$ cat src/hdl/mpt_pkg.sv
// Shared types, codes and reset values of the page table.
package mpt_pkg;

  localparam int CFG_LEVELS = 4;
  localparam int MAX_LEVELS = 4;
  localparam int PADDR_W = 5;
  localparam int PDATA_W = 32;
  localparam int LEVEL_BITS_MAX = 16;

  localparam logic VALID = 1'b1;

  // register indexes (byte address is four times the index)
  localparam logic [2:0] REG_LEVEL_COUNT  = 3'd0;
  localparam logic [2:0] REG_BITS_LEVEL_0 = 3'd1;
  localparam logic [2:0] REG_BITS_LEVEL_1 = 3'd2;
  localparam logic [2:0] REG_BITS_LEVEL_2 = 3'd3;
  localparam logic [2:0] REG_BITS_LEVEL_3 = 3'd4;

  localparam logic [2:0] LEVEL_COUNT_RESET = 3'd2;
  localparam logic [4:0] BITS_LEVEL_0_RESET = 5'd10;
  localparam logic [4:0] BITS_LEVEL_1_RESET = 5'd10;
  localparam logic [4:0] BITS_LEVEL_2_RESET = 5'd4;
  localparam logic [4:0] BITS_LEVEL_3_RESET = 5'd4;

  localparam logic [1:0] STATUS_OK   = 2'd0;
  localparam logic [1:0] STATUS_MISS = 2'd1;
  localparam logic [1:0] STATUS_FULL = 2'd2;

  typedef struct packed {
    logic [2:0]                 level_count;
    logic [CFG_LEVELS-1:0][4:0] bits_level;
  } cfg_t;

  typedef enum logic [3:0] {
    ST_CLEAR,
    ST_IDLE,
    ST_SPLIT,
    ST_ADDR,
    ST_CHECK,
    ST_NEED0,
    ST_NEED,
    ST_FIT,
    ST_CLRSET,
    ST_SWEEP,
    ST_LINK,
    ST_NEXT,
    ST_NF,
    ST_LEAF,
    ST_FINISH
  } walk_state_t;

endpackage

$ cat src/hdl/mpt_cfg.sv
// APB register bank holding the level count and the per-level index widths.
module mpt_cfg (
  input  logic                         clk,
  input  logic                         rst,
  input  logic                         psel,
  input  logic                         penable,
  input  logic                         pwrite,
  input  logic [mpt_pkg::PADDR_W-1:0]  paddr,
  input  logic [mpt_pkg::PDATA_W-1:0]  pwdata,
  output logic [mpt_pkg::PDATA_W-1:0]  prdata,
  output logic                         pready,
  output mpt_pkg::cfg_t                cfg
);

  logic [2:0] reg_idx;
  logic       wr;

  assign reg_idx = paddr[mpt_pkg::PADDR_W-1:2];
  assign wr      = psel && penable && pwrite;
  assign pready  = 1'b1;

  always_ff @(posedge clk) begin
    if (rst) begin
      cfg.level_count   <= mpt_pkg::LEVEL_COUNT_RESET;
      cfg.bits_level[0] <= mpt_pkg::BITS_LEVEL_0_RESET;
      cfg.bits_level[1] <= mpt_pkg::BITS_LEVEL_1_RESET;
      cfg.bits_level[2] <= mpt_pkg::BITS_LEVEL_2_RESET;
      cfg.bits_level[3] <= mpt_pkg::BITS_LEVEL_3_RESET;
    end else if (wr) begin
      if (reg_idx == mpt_pkg::REG_LEVEL_COUNT) begin
        cfg.level_count <= pwdata[2:0];
      end else if (reg_idx inside {[mpt_pkg::REG_BITS_LEVEL_0:mpt_pkg::REG_BITS_LEVEL_3]}) begin
        cfg.bits_level[2'(reg_idx - mpt_pkg::REG_BITS_LEVEL_0)] <= pwdata[4:0];
      end
    end
  end

  always_comb begin
    prdata = '0;
    case (reg_idx)
      mpt_pkg::REG_LEVEL_COUNT:  prdata = {29'd0, cfg.level_count};
      mpt_pkg::REG_BITS_LEVEL_0: prdata = {27'd0, cfg.bits_level[0]};
      mpt_pkg::REG_BITS_LEVEL_1: prdata = {27'd0, cfg.bits_level[1]};
      mpt_pkg::REG_BITS_LEVEL_2: prdata = {27'd0, cfg.bits_level[2]};
      mpt_pkg::REG_BITS_LEVEL_3: prdata = {27'd0, cfg.bits_level[3]};
      default:                   prdata = '0;
    endcase
  end

endmodule

$ cat config.mk
export PLATFORM = sky130hd
export DESIGN_NAME = mpt_cfg
export DESIGN_NICKNAME = d
export VERILOG_FILES = /design/src/hdl/mpt_pkg.sv /design/src/hdl/mpt_cfg.sv
export SDC_FILE = /design/constraint.sdc
export NUM_CORES = 1
export LEC_CHECK = 0
export BUFFER_PORTS_ARGS = -buffer_cell sky130_fd_sc_hd__buf_4
export CORE_ASPECT_RATIO = 0.6
export CORE_MARGIN = 8
export CORE_UTILIZATION = 40
export DETAILED_ROUTE_END_ITERATION = 10
export PLACE_DENSITY_LB_ADDON = 0.1
export SETUP_SLACK_MARGIN = 0.05
export SLEW_MARGIN = 20
export SYNTH_ARGS = -nofsm -noshare
export SYNTH_HDL_FRONTEND = slang
export SYNTH_SLANG_ARGS = --single-unit
$ cat constraint.sdc
create_clock -name clk -period 2.1 [get_ports clk]
set_input_delay 0.315 -clock clk [delete_from_list [all_inputs] [get_ports clk]]
set_output_delay 0.315 -clock clk [all_outputs]
set_load 0.05 [all_outputs]
==> impl_metrics.py <==
metrics = {
    "finish": {
        "top_register": "cfg",
        "fin_cells": 224,
        "reg.largest.list": "cfg x23",
        "layout.nets": 222,
        "antenna_cells": 0,
        "largest_reg_flops": 23,
        "drive_gt1_share_pct": 29.05,
        "area_growth_pct": 18.93,
        "fillCellCount": 330,
        "stdcell_area_mm2": 0.001619,
    },
    "die": {
        "die_h_um": 61.19,
        "die-area_mm2": 0.005588,
        "start_util_pct": 41.72,
        "coreArea_mm2": 0.003263,
        "die_w_um": 91.32,
        "io_pins": 98,
        "rows": 16,
    },
    "worst_setup_path": {
        "r2r_end": "cfg[18]",
        "critPathArrivalTime_ns": 1.50,
        "r2r-start": "cfg[18]",
        "setup.worst_path.start_class": "input port",
        "worstRegToRegCells": 2,
        "critPathCaptureType": "output port",
        "path_max_fanout": 8,
        "r2r_slack_ns": 1.44,
        "worstPathRequired_ns": 1.78,
        "crit_type": "in2out",
    },
    "routing": {
        "wl_per_cell_um": 15.55,
        "totalWireLength_um": 3483,
        "vias": 1025,
        "antenna_left": 0,
        "post-route-drc-count": 0,
        "drt_iter0_drc": 45,
        "firstDrtPassIters": 4,
        "vias_per_cell": 4.576,
    },
    "clock_tree": {
        "cts.htree.levels": 1,
        "clock_sinks": 23,
        "cts-resized-gates": 0,
        "cts_hold_buf": 0,
        "cts_tree": "done",
        "cts_buffers": 3,
        "insertion_delay_ns": 0.26,
        "clkTransAtPathRegs_ns": 0.08,
        "cts.path.max_buffers": 2,
        "cts_setup_buffers": 0,
        "cts_root_buffer": "clkbuf_8",
    },
    "sta": {
        "hold_viol": 0,
        "period_share_pct": 86.28,
        "layout_setup_ws_ns": 0.2882,
        "finalMaxSlewViolations": 0,
        "timing.fmax_mhz": 551.9,
        "final.setup.tns_ns": 0,
        "final.setup_skew_ns": 0,
        "period_minus_slack_ns": 1.812,
        "rsz0062_at_grt": "false",
        "setup_violations": 0,
    },
    "yosys": {
        "syn_inst": 145,
        "ys_ff_latch": 23,
        "yosys_warnings": 0,
        "ys_seq_area_share_pct": 33.82,
        "synth.distinct_cells": 21,
        "synth_top_cell_by_area": "dfxtp_1",
        "synth_area_leaders": "dfxtp_1, mux2i_1, buf_4",
        "synth.cell_area_mm2": 0.001361,
        "synth.avg_cell_area_um2": 9.388,
        "synth.top_cell.area_share_pct": 33.82,
    },
    "place": {
        "io_buffers": 40,
        "pre_cts_slack_ns": 0.3564,
        "dp.final_hpwl_um": 2756,
        "dpl.cell_count": 220,
        "postPlaceCellArea_mm2": 0.001574,
        "globalplace.congestion": 0.7508,
    },
    "grt": {
        "grt_pass1_wl_um": 5188,
        "grt_max_degree": 32,
        "grt_pass1_vias": 1020,
        "antenna_found_initial": 0,
        "grt_overflow": 0,
        "grt_use_total_pct": 11.81,
    },
    "worst_hold_path": {
        "hold_class": "in2reg",
        "min_from": "pwdata[2]",
        "min_path_cells": 3,
        "whs_endpoint": "cfg[17]",
    },
    "power_and_ir_drop": {
        "ir_worst_vdd_uv": 423.6,
        "p_leak_nw": 0.7979,
        "power.density_mw_per_mm2": 589.4,
    },
    "run_status": {
        "outcome": "finished, final reports clean",
    },
    "job": {
        "drv_cap": 0,
    },
}
-- through the flow --
step                      power (W)  hold slack [ns]  util (%)
after floorplan           0.0006856           0.4865         -
after global placement    0.0006842           0.4773     48.24
after detailed placement  0.0006864           0.4908     48.24
after CTS                 0.0009578           0.3250     49.62
after global routing      0.0009923           0.3293     49.62
final                     0.0009543           0.3253     49.62
-- cell usage after synthesis --
master	number
buf_4	29
mux2i_1	25
dfxtp_1	23
nand2b_1	22
nor2_1	11
a22oi_1	8
o22ai_1	5
clkbuf_1	4
mux2_2	3
and3_1	2
buf_6	2
conb_1	2
and2b_1	1
and3b_1	1
and4b_4	1
buf_2	1
nand2_1	1
nand3_1	1
nand3_2	1
nand3b_2	1
nor2b_1	1
-- cell type report --
type	count	area (um2)	share of cell area [%]
multi-input combinational	112	757.0	46.75
sequential	23	460.4	28.44
timing repair buffer	40	300.3	18.55
tap	45	56.30	3.478
clock buffer	4	45.04	2.782
-- critical path, stage by stage --
cell and delay, ns:
buf_4 0.15, nor2b_1 0.42, a22oi_1 0.12, o22ai_1 0.24, buf_4 0.25
-- routing by layer --
metal | global-route usage, % | routed length [um]
met5 | 0 | 0
met4 | 0.6928 | 0
met3 | 5.353 | 252
met2 | 18.07 | 1519
met1 | 15.54 | 1711
-- cell families after synthesis --
logic type / after synthesis / share of synthesized area, %
simple gates: 43 / 18.93
compound gates: 13 / 6.710
buf+inv: 36 / 19.12
other cells: 2 / 0.5517
flops: 23 / 33.82
mux: 28 / 20.86
-- power breakdown --
part / leakage, nW / switching, W / internal [W]
sequential: 0.186 / 0.00000272 / 0.000439
combinational: 0.589 / 0.000187 / 0.0000506
clock: 0.0228 / 0.000140 / 0.000135
-- worst max-delay path by stage --
stage / from / endpoint / slack [ns] / depth (start not counted)
global placement: paddr[4] / prdata[3] / 0.38 / 5
finish: paddr[4] / prdata[3] / 0.29 / 5
detailed placement: paddr[4] / prdata[3] / 0.36 / 5
CTS: paddr[4] / prdata[3] / 0.35 / 5
floorplan: paddr[2] / prdata[4] / 0.16 / 4
global route: paddr[4] / prdata[3] / 0.23 / 5
-- cell usage in the layout, fill, tap and decap left out --
cell type,count
dfxtp_1,23
o22ai_2,3
o22ai_1,2
mux2_2,3
mux2i_1,25
and3_1,2
buf_4,40
nand3b_2,1
clkbuf_1,1
nand2b_1,22
a22oi_1,8
nor2_1,11
nand3_2,1
nand2_1,1
and3b_1,1
nand3_1,1
and2b_1,1
and4b_4,1
nor2b_1,1
clkbuf_8,3
conb_1,28
Note: power is estimated with default switching activity, not from simulation.
