--- config.mk ---
export PLATFORM = sky130hd
export DESIGN_NAME = mpt_walk
export DESIGN_NICKNAME = d
export VERILOG_FILES = /design/src/hdl/mpt_pkg.sv /design/src/hdl/mpt_walk.sv
export SDC_FILE = /design/constraint.sdc
export NUM_CORES = 1
export LEC_CHECK = 0
export ABC_CLOCK_PERIOD_IN_PS = 6400
export BUFFER_PORTS_ARGS = -buffer_cell sky130_fd_sc_hd__buf_2
export CORE_MARGIN = 4
export CORE_UTILIZATION = 25
export CTS_CLUSTER_SIZE = 12
export DETAILED_ROUTE_END_ITERATION = 10
export PLACE_DENSITY_LB_ADDON = 0.25
export SETUP_SLACK_MARGIN = 0.02
export SYNTH_ARGS = -nofsm -noshare
export SYNTH_HDL_FRONTEND = slang
export SYNTH_SLANG_ARGS = --single-unit
--- constraint.sdc ---
create_clock -name clk -period 6.4 [get_ports clk]
set_input_delay 0.64 -clock clk [delete_from_list [all_inputs] [get_ports clk]]
set_output_delay 0.64 -clock clk [all_outputs]
set_load 0.02 [all_outputs]
--- src/hdl/mpt_pkg.sv ---
// Shared types, codes and reset values of the page table.
package mpt_pkg;

  localparam int CFG_LEVELS = 4;
  localparam int MAX_LEVELS = 4;
  localparam int PADDR_W = 5;
  localparam int PDATA_W = 32;
  localparam int LEVEL_BITS_MAX = 16;

  localparam logic VALID = 1'b1;

  // register indexes (byte address is four times the index)
  localparam logic [2:0] REG_LEVEL_COUNT  = 3'd0;
  localparam logic [2:0] REG_BITS_LEVEL_0 = 3'd1;
  localparam logic [2:0] REG_BITS_LEVEL_1 = 3'd2;
  localparam logic [2:0] REG_BITS_LEVEL_2 = 3'd3;
  localparam logic [2:0] REG_BITS_LEVEL_3 = 3'd4;

  localparam logic [2:0] LEVEL_COUNT_RESET = 3'd2;
  localparam logic [4:0] BITS_LEVEL_0_RESET = 5'd10;
  localparam logic [4:0] BITS_LEVEL_1_RESET = 5'd10;
  localparam logic [4:0] BITS_LEVEL_2_RESET = 5'd4;
  localparam logic [4:0] BITS_LEVEL_3_RESET = 5'd4;

  localparam logic [1:0] STATUS_OK   = 2'd0;
  localparam logic [1:0] STATUS_MISS = 2'd1;
  localparam logic [1:0] STATUS_FULL = 2'd2;

  typedef struct packed {
    logic [2:0]                 level_count;
    logic [CFG_LEVELS-1:0][4:0] bits_level;
  } cfg_t;

  typedef enum logic [3:0] {
    ST_CLEAR,
    ST_IDLE,
    ST_SPLIT,
    ST_ADDR,
    ST_CHECK,
    ST_NEED0,
    ST_NEED,
    ST_FIT,
    ST_CLRSET,
    ST_SWEEP,
    ST_LINK,
    ST_NEXT,
    ST_NF,
    ST_LEAF,
    ST_FINISH
  } walk_state_t;

endpackage

--- src/hdl/mpt_walk.sv ---
// Walk sequencer: splits the address, walks the levels, allocates and clears nodes.
module mpt_walk #(
  parameter int STORE_DEPTH = 65536,
  parameter int FRAME_BITS  = 20
) (
  input  logic                                   clk,
  input  logic                                   rst,
  input  mpt_pkg::cfg_t                          cfg,
  input  logic                                   in_valid,
  output logic                                   in_ready,
  input  logic                                   mode,
  input  logic [31:0]                            virtual_address,
  input  logic [FRAME_BITS-1:0]                  frame_in,
  output logic                                   out_valid,
  input  logic                                   out_ready,
  output logic [1:0]                             status,
  output logic [FRAME_BITS-1:0]                  frame_out,
  output logic                                   mem_we,
  output logic [$clog2(STORE_DEPTH)-1:0]         mem_waddr,
  output logic [((FRAME_BITS > $clog2(STORE_DEPTH)) ? FRAME_BITS : $clog2(STORE_DEPTH)):0]
                                                 mem_wdata,
  output logic [$clog2(STORE_DEPTH)-1:0]         mem_raddr,
  input  logic [((FRAME_BITS > $clog2(STORE_DEPTH)) ? FRAME_BITS : $clog2(STORE_DEPTH)):0]
                                                 mem_rdata
);

  localparam int AW = $clog2(STORE_DEPTH);
  localparam int VW = (FRAME_BITS > AW) ? FRAME_BITS : AW;
  localparam int SW = ((VW > 20) ? VW : 20) + 2;
  localparam logic [SW-1:0] DEPTH_W = SW'(STORE_DEPTH);

  function automatic logic [4:0] clamp_width(input logic [4:0] b);
    if (b == 5'd0) return 5'd1;
    if (b > 5'(mpt_pkg::LEVEL_BITS_MAX)) return 5'(mpt_pkg::LEVEL_BITS_MAX);
    return b;
  endfunction

  function automatic logic [2:0] levels_used(input logic [2:0] lc);
    logic [2:0] n;
    n = lc;
    if (n == 3'd0) n = 3'd1;
    if (n > 3'(mpt_pkg::CFG_LEVELS)) n = 3'(mpt_pkg::CFG_LEVELS);
    if (n > 3'(mpt_pkg::MAX_LEVELS)) n = 3'(mpt_pkg::MAX_LEVELS);
    return n;
  endfunction

  function automatic logic [SW-1:0] pow2(input logic [4:0] w);
    return SW'(1) << w;
  endfunction

  mpt_pkg::walk_state_t state, state_next;

  logic                  mode_q;
  logic [FRAME_BITS-1:0] frame_q;
  logic [63:0]           sh;
  logic [15:0]           idx [mpt_pkg::CFG_LEVELS];
  logic [1:0]            lvl;
  logic [2:0]            n_lv;
  logic [2:0]            jn;
  logic [SW-1:0]         base;
  logic [SW-1:0]         a;
  logic [SW-1:0]         alloc;
  logic [SW-1:0]         need;
  logic [SW-1:0]         end_addr;
  logic [SW-1:0]         sweep;
  logic [AW:0]           next_free;
  logic [AW:0]           hwm;
  logic [1:0]            res_status;
  logic [FRAME_BITS-1:0] res_frame;

  logic [4:0]    wid [mpt_pkg::CFG_LEVELS];
  logic [2:0]    n_use;
  logic [1:0]    lvl_up;
  logic          last;
  logic          last_up;
  logic [SW-1:0] add_a;
  logic [SW-1:0] add_b;
  logic [SW-1:0] sum;
  logic          sum_in;
  logic          sweep_go;
  logic          ent_valid;
  logic [VW-1:0] ent_val;
  logic          out_load;

  always_comb begin
    for (int i = 0; i < mpt_pkg::CFG_LEVELS; i++) begin
      wid[i] = clamp_width(cfg.bits_level[i]);
    end
  end

  assign n_use     = levels_used(cfg.level_count);
  assign lvl_up    = lvl + 2'd1;
  assign last      = ({1'b0, lvl} == (n_lv - 3'd1));
  assign last_up   = ({1'b0, lvl_up} == (n_lv - 3'd1));
  assign sum       = add_a + add_b;
  assign sum_in    = (sum < DEPTH_W);
  assign sweep_go  = (sweep < end_addr) && (sweep < SW'(hwm));
  // entries above the high-water mark have not been written since the clearing pass
  assign ent_valid = mem_rdata[VW] && (a < SW'(hwm));
  assign ent_val   = mem_rdata[VW-1:0];
  assign out_load  = (state == mpt_pkg::ST_FINISH) && (!out_valid || out_ready);

  // next state
  always_comb begin
    state_next = state;
    case (state)
      mpt_pkg::ST_CLEAR:  if (sweep == DEPTH_W - SW'(1)) state_next = mpt_pkg::ST_IDLE;
      mpt_pkg::ST_IDLE:   if (in_valid) state_next = mpt_pkg::ST_SPLIT;
      mpt_pkg::ST_SPLIT:  if (last) state_next = mpt_pkg::ST_ADDR;
      mpt_pkg::ST_ADDR: begin
        if (!sum_in) state_next = mpt_pkg::ST_FINISH;
        else if (mode_q && last) state_next = mpt_pkg::ST_LEAF;
        else state_next = mpt_pkg::ST_CHECK;
      end
      mpt_pkg::ST_CHECK: begin
        if (mode_q) begin
          state_next = ent_valid ? mpt_pkg::ST_ADDR : mpt_pkg::ST_NEED0;
        end else if (!ent_valid || last) begin
          state_next = mpt_pkg::ST_FINISH;
        end else begin
          state_next = mpt_pkg::ST_ADDR;
        end
      end
      mpt_pkg::ST_NEED0:  state_next = mpt_pkg::ST_NEED;
      mpt_pkg::ST_NEED:   if (jn >= n_lv) state_next = mpt_pkg::ST_FIT;
      mpt_pkg::ST_FIT:    state_next = (sum > DEPTH_W) ? mpt_pkg::ST_FINISH : mpt_pkg::ST_CLRSET;
      mpt_pkg::ST_CLRSET: state_next = mpt_pkg::ST_SWEEP;
      mpt_pkg::ST_SWEEP:  if (!sweep_go) state_next = mpt_pkg::ST_LINK;
      mpt_pkg::ST_LINK:   state_next = mpt_pkg::ST_NEXT;
      mpt_pkg::ST_NEXT:   state_next = last_up ? mpt_pkg::ST_NF : mpt_pkg::ST_CLRSET;
      mpt_pkg::ST_NF:     state_next = mpt_pkg::ST_LEAF;
      mpt_pkg::ST_LEAF:   state_next = mpt_pkg::ST_FINISH;
      mpt_pkg::ST_FINISH: if (!out_valid || out_ready) state_next = mpt_pkg::ST_IDLE;
      default:            state_next = mpt_pkg::ST_CLEAR;
    endcase
  end

  // shared adder operands and store controls
  always_comb begin
    add_a     = '0;
    add_b     = '0;
    mem_we    = 1'b0;
    mem_waddr = sweep[AW-1:0];
    mem_wdata = '0;
    in_ready  = (state == mpt_pkg::ST_IDLE);
    case (state)
      mpt_pkg::ST_CLEAR: begin
        add_a  = sweep;
        add_b  = SW'(1);
        mem_we = 1'b1;
      end
      mpt_pkg::ST_SWEEP: begin
        add_a  = sweep;
        add_b  = SW'(1);
        mem_we = sweep_go;
      end
      mpt_pkg::ST_ADDR: begin
        add_a = base;
        add_b = SW'(idx[lvl]);
      end
      mpt_pkg::ST_NEED0: begin
        add_a = pow2(wid[0]);
        add_b = SW'(next_free);
      end
      mpt_pkg::ST_NEED: begin
        add_a = need;
        add_b = pow2(wid[jn[1:0]]);
      end
      mpt_pkg::ST_FIT: begin
        add_a = alloc;
        add_b = need;
      end
      mpt_pkg::ST_CLRSET: begin
        add_a = alloc;
        add_b = pow2(wid[lvl_up]);
      end
      mpt_pkg::ST_NEXT: begin
        add_a = alloc;
        add_b = SW'(idx[lvl_up]);
      end
      mpt_pkg::ST_NF: begin
        add_a = SW'(next_free);
        add_b = need;
      end
      mpt_pkg::ST_LINK: begin
        mem_we    = 1'b1;
        mem_waddr = a[AW-1:0];
        mem_wdata = {mpt_pkg::VALID, alloc[VW-1:0]};
      end
      mpt_pkg::ST_LEAF: begin
        mem_we    = 1'b1;
        mem_waddr = a[AW-1:0];
        mem_wdata = {mpt_pkg::VALID, VW'(frame_q)};
      end
      default: begin
        add_a = '0;
        add_b = '0;
      end
    endcase
  end

  assign mem_raddr = sum[AW-1:0];

  always_ff @(posedge clk) begin
    if (rst) state <= mpt_pkg::ST_CLEAR;
    else     state <= state_next;
  end

  // control and allocation state
  always_ff @(posedge clk) begin
    if (rst) begin
      sweep     <= '0;
      next_free <= '0;
      hwm       <= '0;
    end else begin
      case (state)
        mpt_pkg::ST_CLEAR:  sweep <= sum;
        mpt_pkg::ST_CLRSET: sweep <= alloc;
        mpt_pkg::ST_SWEEP:  if (sweep_go) sweep <= sum;
        mpt_pkg::ST_NF:     next_free <= sum[AW:0];
        mpt_pkg::ST_LINK, mpt_pkg::ST_LEAF: begin
          if (a >= SW'(hwm)) hwm <= a[AW:0] + {{AW{1'b0}}, 1'b1};
        end
        default: ;
      endcase
    end
  end

  // walk datapath
  always_ff @(posedge clk) begin
    case (state)
      mpt_pkg::ST_IDLE: begin
        mode_q  <= mode;
        frame_q <= frame_in;
        sh      <= {virtual_address, 32'd0};
        n_lv    <= n_use;
        lvl     <= 2'd0;
      end
      mpt_pkg::ST_SPLIT: begin
        idx[lvl] <= sh[63:48] >> (5'd16 - wid[lvl]);
        sh       <= sh << wid[lvl];
        lvl      <= last ? 2'd0 : lvl_up;
        base     <= '0;
      end
      mpt_pkg::ST_ADDR: begin
        a <= sum;
        if (!sum_in) begin
          res_status <= mode_q ? mpt_pkg::STATUS_FULL : mpt_pkg::STATUS_MISS;
          res_frame  <= '0;
        end
      end
      mpt_pkg::ST_CHECK: begin
        base <= SW'(ent_val);
        if (!mode_q && (!ent_valid || last)) begin
          res_status <= ent_valid ? mpt_pkg::STATUS_OK : mpt_pkg::STATUS_MISS;
          res_frame  <= ent_valid ? ent_val[FRAME_BITS-1:0] : '0;
        end
        if (ent_valid && !last) lvl <= lvl_up;
      end
      mpt_pkg::ST_NEED0: begin
        alloc <= sum;
        need  <= '0;
        jn    <= {1'b0, lvl_up};
      end
      mpt_pkg::ST_NEED: begin
        if (jn < n_lv) begin
          need <= sum;
          jn   <= jn + 3'd1;
        end
      end
      mpt_pkg::ST_FIT: begin
        res_status <= mpt_pkg::STATUS_FULL;
        res_frame  <= '0;
      end
      mpt_pkg::ST_CLRSET: end_addr <= sum;
      mpt_pkg::ST_NEXT: begin
        a     <= sum;
        alloc <= end_addr;
        lvl   <= lvl_up;
      end
      mpt_pkg::ST_LEAF: begin
        res_status <= mpt_pkg::STATUS_OK;
        res_frame  <= '0;
      end
      default: ;
    endcase
  end

  // output register: holds the beat until taken
  always_ff @(posedge clk) begin
    if (rst) begin
      out_valid <= 1'b0;
    end else if (out_load) begin
      out_valid <= 1'b1;
    end else if (out_ready) begin
      out_valid <= 1'b0;
    end
  end

  always_ff @(posedge clk) begin
    if (out_load) begin
      status    <= res_status;
      frame_out <= res_frame;
    end
  end

endmodule

==> impl_metrics.toml <==
[detailed_routing]
postRouteAntennaNets = 0
initialDrtViolationCount = 1973
firstDrtPassIters = 7
routed_wl_mm = 89.5
dr_total_vias = 19679
wl_per_cell_um = 23.8
drc = 0
via_per_inst = 5.23

[yosys]
netlist_area_um2 = 23600
synth_ff_type = "edfxtp_1"
yosysTopAreaCell = "edfxtp_1"
synth-edff-count = 309
async_flop_share = 0
synth.distinct_cells = 94
yosys_warnings = 0
synthCells = 2333
synth_nets = 2521
synth-seq-area-share = 0.446
postSynthAreaPerCell_um2 = 10.1
synth-seq-cells = 372
synth.top_cell.area_share = 0.393
synthTopCellsByArea = "edfxtp_1 (39%), mux2i_1 (8.0%), dfxtp_1 (5.3%)"

[pwr]
vdd_drop_max_uv = 216
clkPwrFrac = 0.248
comb_power_share = 0.437
seq_power_share = 0.315
powerDensity_nw_per_um2 = 388
intPower_uw = 6320
p_sw_frac = 0.408
net-switching-power_uw = 4360
p_leak_uw = 0.0108

[sta]
slew_viol_final = 0
setup_viol = 0
rsz0062_at_grt = "false"
final.period_utilization = 0.930
max_freq_ghz = 0.168
finalHoldViolCount = 0
finalSetupTns_ps = 0
finClkSkew_ps = 25.1
fin_crit_ps = 5950
hold_slack_ps = 233
maxSlewHeadroom = 0.205
tightest_slew_ps = 1190

[final_layout]
stdcell_count = 3762
syn_to_final_growth_pct = 16.6
nFillCells = 9869
final_util = 0.294
stdcell_area_um2 = 27600
final_nets = 2661
layout-drive-gt1-share = 0.181

[global_routing]
grt_pass1_wl_mm = 131
track_usage = 0.175
grt_pass1_vias = 19681
antenna_found_initial = 5
grt_max_degree = 90
overflow = 0

[place]
io_buffers = 178
dpl_cell_area_um2 = 26000
place_inst = 3678
place_congestion = 1.03
dp_hpwl_mm = 68.2

[die]
io_pins = 179
initial_utilization = 0.253
design.core.area_um2 = 93600
num_rows = 112
die_w_um = 316
dieArea_um2 = 99500
die_h_um = 316

[critical_path]
path_buf_inv = 4
slowest_delay_ps = 800
rrSetupSlack_ps = 850
critPathTopFamily = "compound AO/OA/AOI/OAI gates"
crit_slowest_cell = "dfxtp_1"
path_class = "reg -> out"
crit_fanout = 25
endpoint_kind = "output pin"
cp-start-kind = "flip-flop"
worst-endpoint-arrival_ps = 5310
cp_cell_sequence = "nand2_1 > nor3_2 > buf_4 > a22oi_1 > nand2_1 > a221oi_1 > buf_4 > o21ai_0 > ha_1 > a21oi_4 > a2111oi_4 > a221oi_1 > o31a_1 > or2_2 > inv_1 > buf_2"
required_ps = 5760

[clocking]
hold_buffers = 0
cts_max_path_buffers = 3
cts.repair.resized = 0
cts-htree-levels = 2
cts_setup_buffers = 0
clkTransAtPathRegs_ps = 60
root_buffer = "clkbuf_16"
clock_latency_ps = 590
cts_tree = "built"
cts_sinks = 372
cts_buffers = 47

[hold_path]
hold_class = "in -> reg"

[status]
status = "complete, no violations"

[job]
cap_violations = 0
==> worst register-to-register path, cell delays in order (launching register included) <==
cell,delay [ps]
edfxtp_1,360
clkinv_1,90
ha_1,440
mux4_2,550
mux2i_1,220
buf_4,160
nor2b_1,180
nand2_1,100
nor2_1,260
nand2_1,100
nand3_1,100
ha_1,290
a21oi_1,270
o221ai_1,240
a221oi_4,470
o21ai_2,160
xnor2_2,190
inv_2,90
nor4_4,340
a31oi_1,130
nor2_1,220
o22ai_2,150
buf_12,180
==> routing by layer <==
metal  up-vias  GRT usage  routed length [µm]
met4         4     0.0446                2280
met5         -          0                  20
met3       147     0.0397                7290
met1      9693      0.230               38200
met2       833      0.290               41700
li1       9002          -                   -
==> cells in the final DEF (no fill, tap or decap), drive strengths merged, types with 20 or more instances in the layout <==
master  count
a22o       27
clkbuf     64
a221oi     28
a21oi      89
buf       267
nor2b      25
mux4       49
nand3      71
nor2      232
dfxtp      63
ha         86
nand2     272
nand2b     26
mux2       23
a211oi     40
a22oi      53
a31oi      41
a21o       20
and3       60
mux2i     189
inv        83
edfxtp    309
nor3       75
o21ai     102
==> kinds of logic (layout without fill, tap and decap cells) <==
kind of cell | count (synthesis) | count (layout) | share of synthesized area
simple gates | 821 | 821 | 0.159
xor+xnor | 33 | 33 | 0.0129
compound gates | 500 | 500 | 0.150
buf+inv | 258 | 432 | 0.0482
mux | 261 | 261 | 0.138
other cells | 1 | 2 | 0.000159
fa+ha+maj | 87 | 87 | 0.0464
flops | 372 | 372 | 0.446
==> synth_stat cells (all sizes together), types with 41 or more instances <==
library cell / n
ha: 86
mux4: 49
buf: 67
dfxtp: 63
a22oi: 53
and3: 60
inv: 81
nand3: 71
nand2: 272
clkbuf: 109
edfxtp: 309
mux2i: 189
nor2: 232
a21oi: 89
a31oi: 41
nor3: 75
o21ai: 102
==> flip-flops by register name, indices dropped and copies added (netlist names), 20 cells and up, named ones only <==
| register | cells |
|---|---|
| idx | 64 |
| sh | 64 |
| a | 22 |
| alloc | 22 |
| end_addr | 22 |
| need | 22 |
| sweep | 22 |
| base | 20 |
| frame_out | 20 |
| frame_q | 20 |
| res_frame | 20 |
==> worst paths after layout <==
path                startpoint       endpoint  cells past startpoint
setup reg to reg        lvl[0]  res_frame[11]                     22
hold reg to reg   res_frame[1]   frame_out[1]                      0
hold / removal     frame_in[6]     frame_q[6]                      1
setup / recovery      state[1]  mem_raddr[15]                     16
==> metrics by stage <==
| stage | power, µW | setup slack [ps] |
|---|---|---|
| 2_1_floorplan | 6500 | 268 |
| 3_3_place_gp | 8020 | 753 |
| 3_5_place_dp | 8050 | 682 |
| 4_1_cts | 10700 | 489 |
| 5_1_grt | 11300 | 125 |
| 6_report | 10700 | 446 |
==> power by group through the flow <==
stage	registers (µW)	clock network (µW)	logic, µW
after detailed placement	3410	0	4640
after global routing	3390	2830	5080
after floorplan	3240	0	3260
after global placement	3410	0	4610
after CTS	3370	2720	4660
final	3360	2650	4670
==> cell type report <==
| type | count | area, µm² | area share |
|---|---|---|---|
| multi-input cells | 1703 | 12000 | 0.437 |
| flip-flops and latches | 372 | 10500 | 0.382 |
| repair buffers | 267 | 1570 | 0.0570 |
| well taps | 1254 | 1570 | 0.0569 |
| clock buffers | 64 | 1320 | 0.0480 |
| inverters | 82 | 308 | 0.0112 |
| clock inverters | 19 | 205 | 0.00744 |
| diodes | 1 | 2.50 | 0.0000908 |
Power figures use the tool's default switching activity.
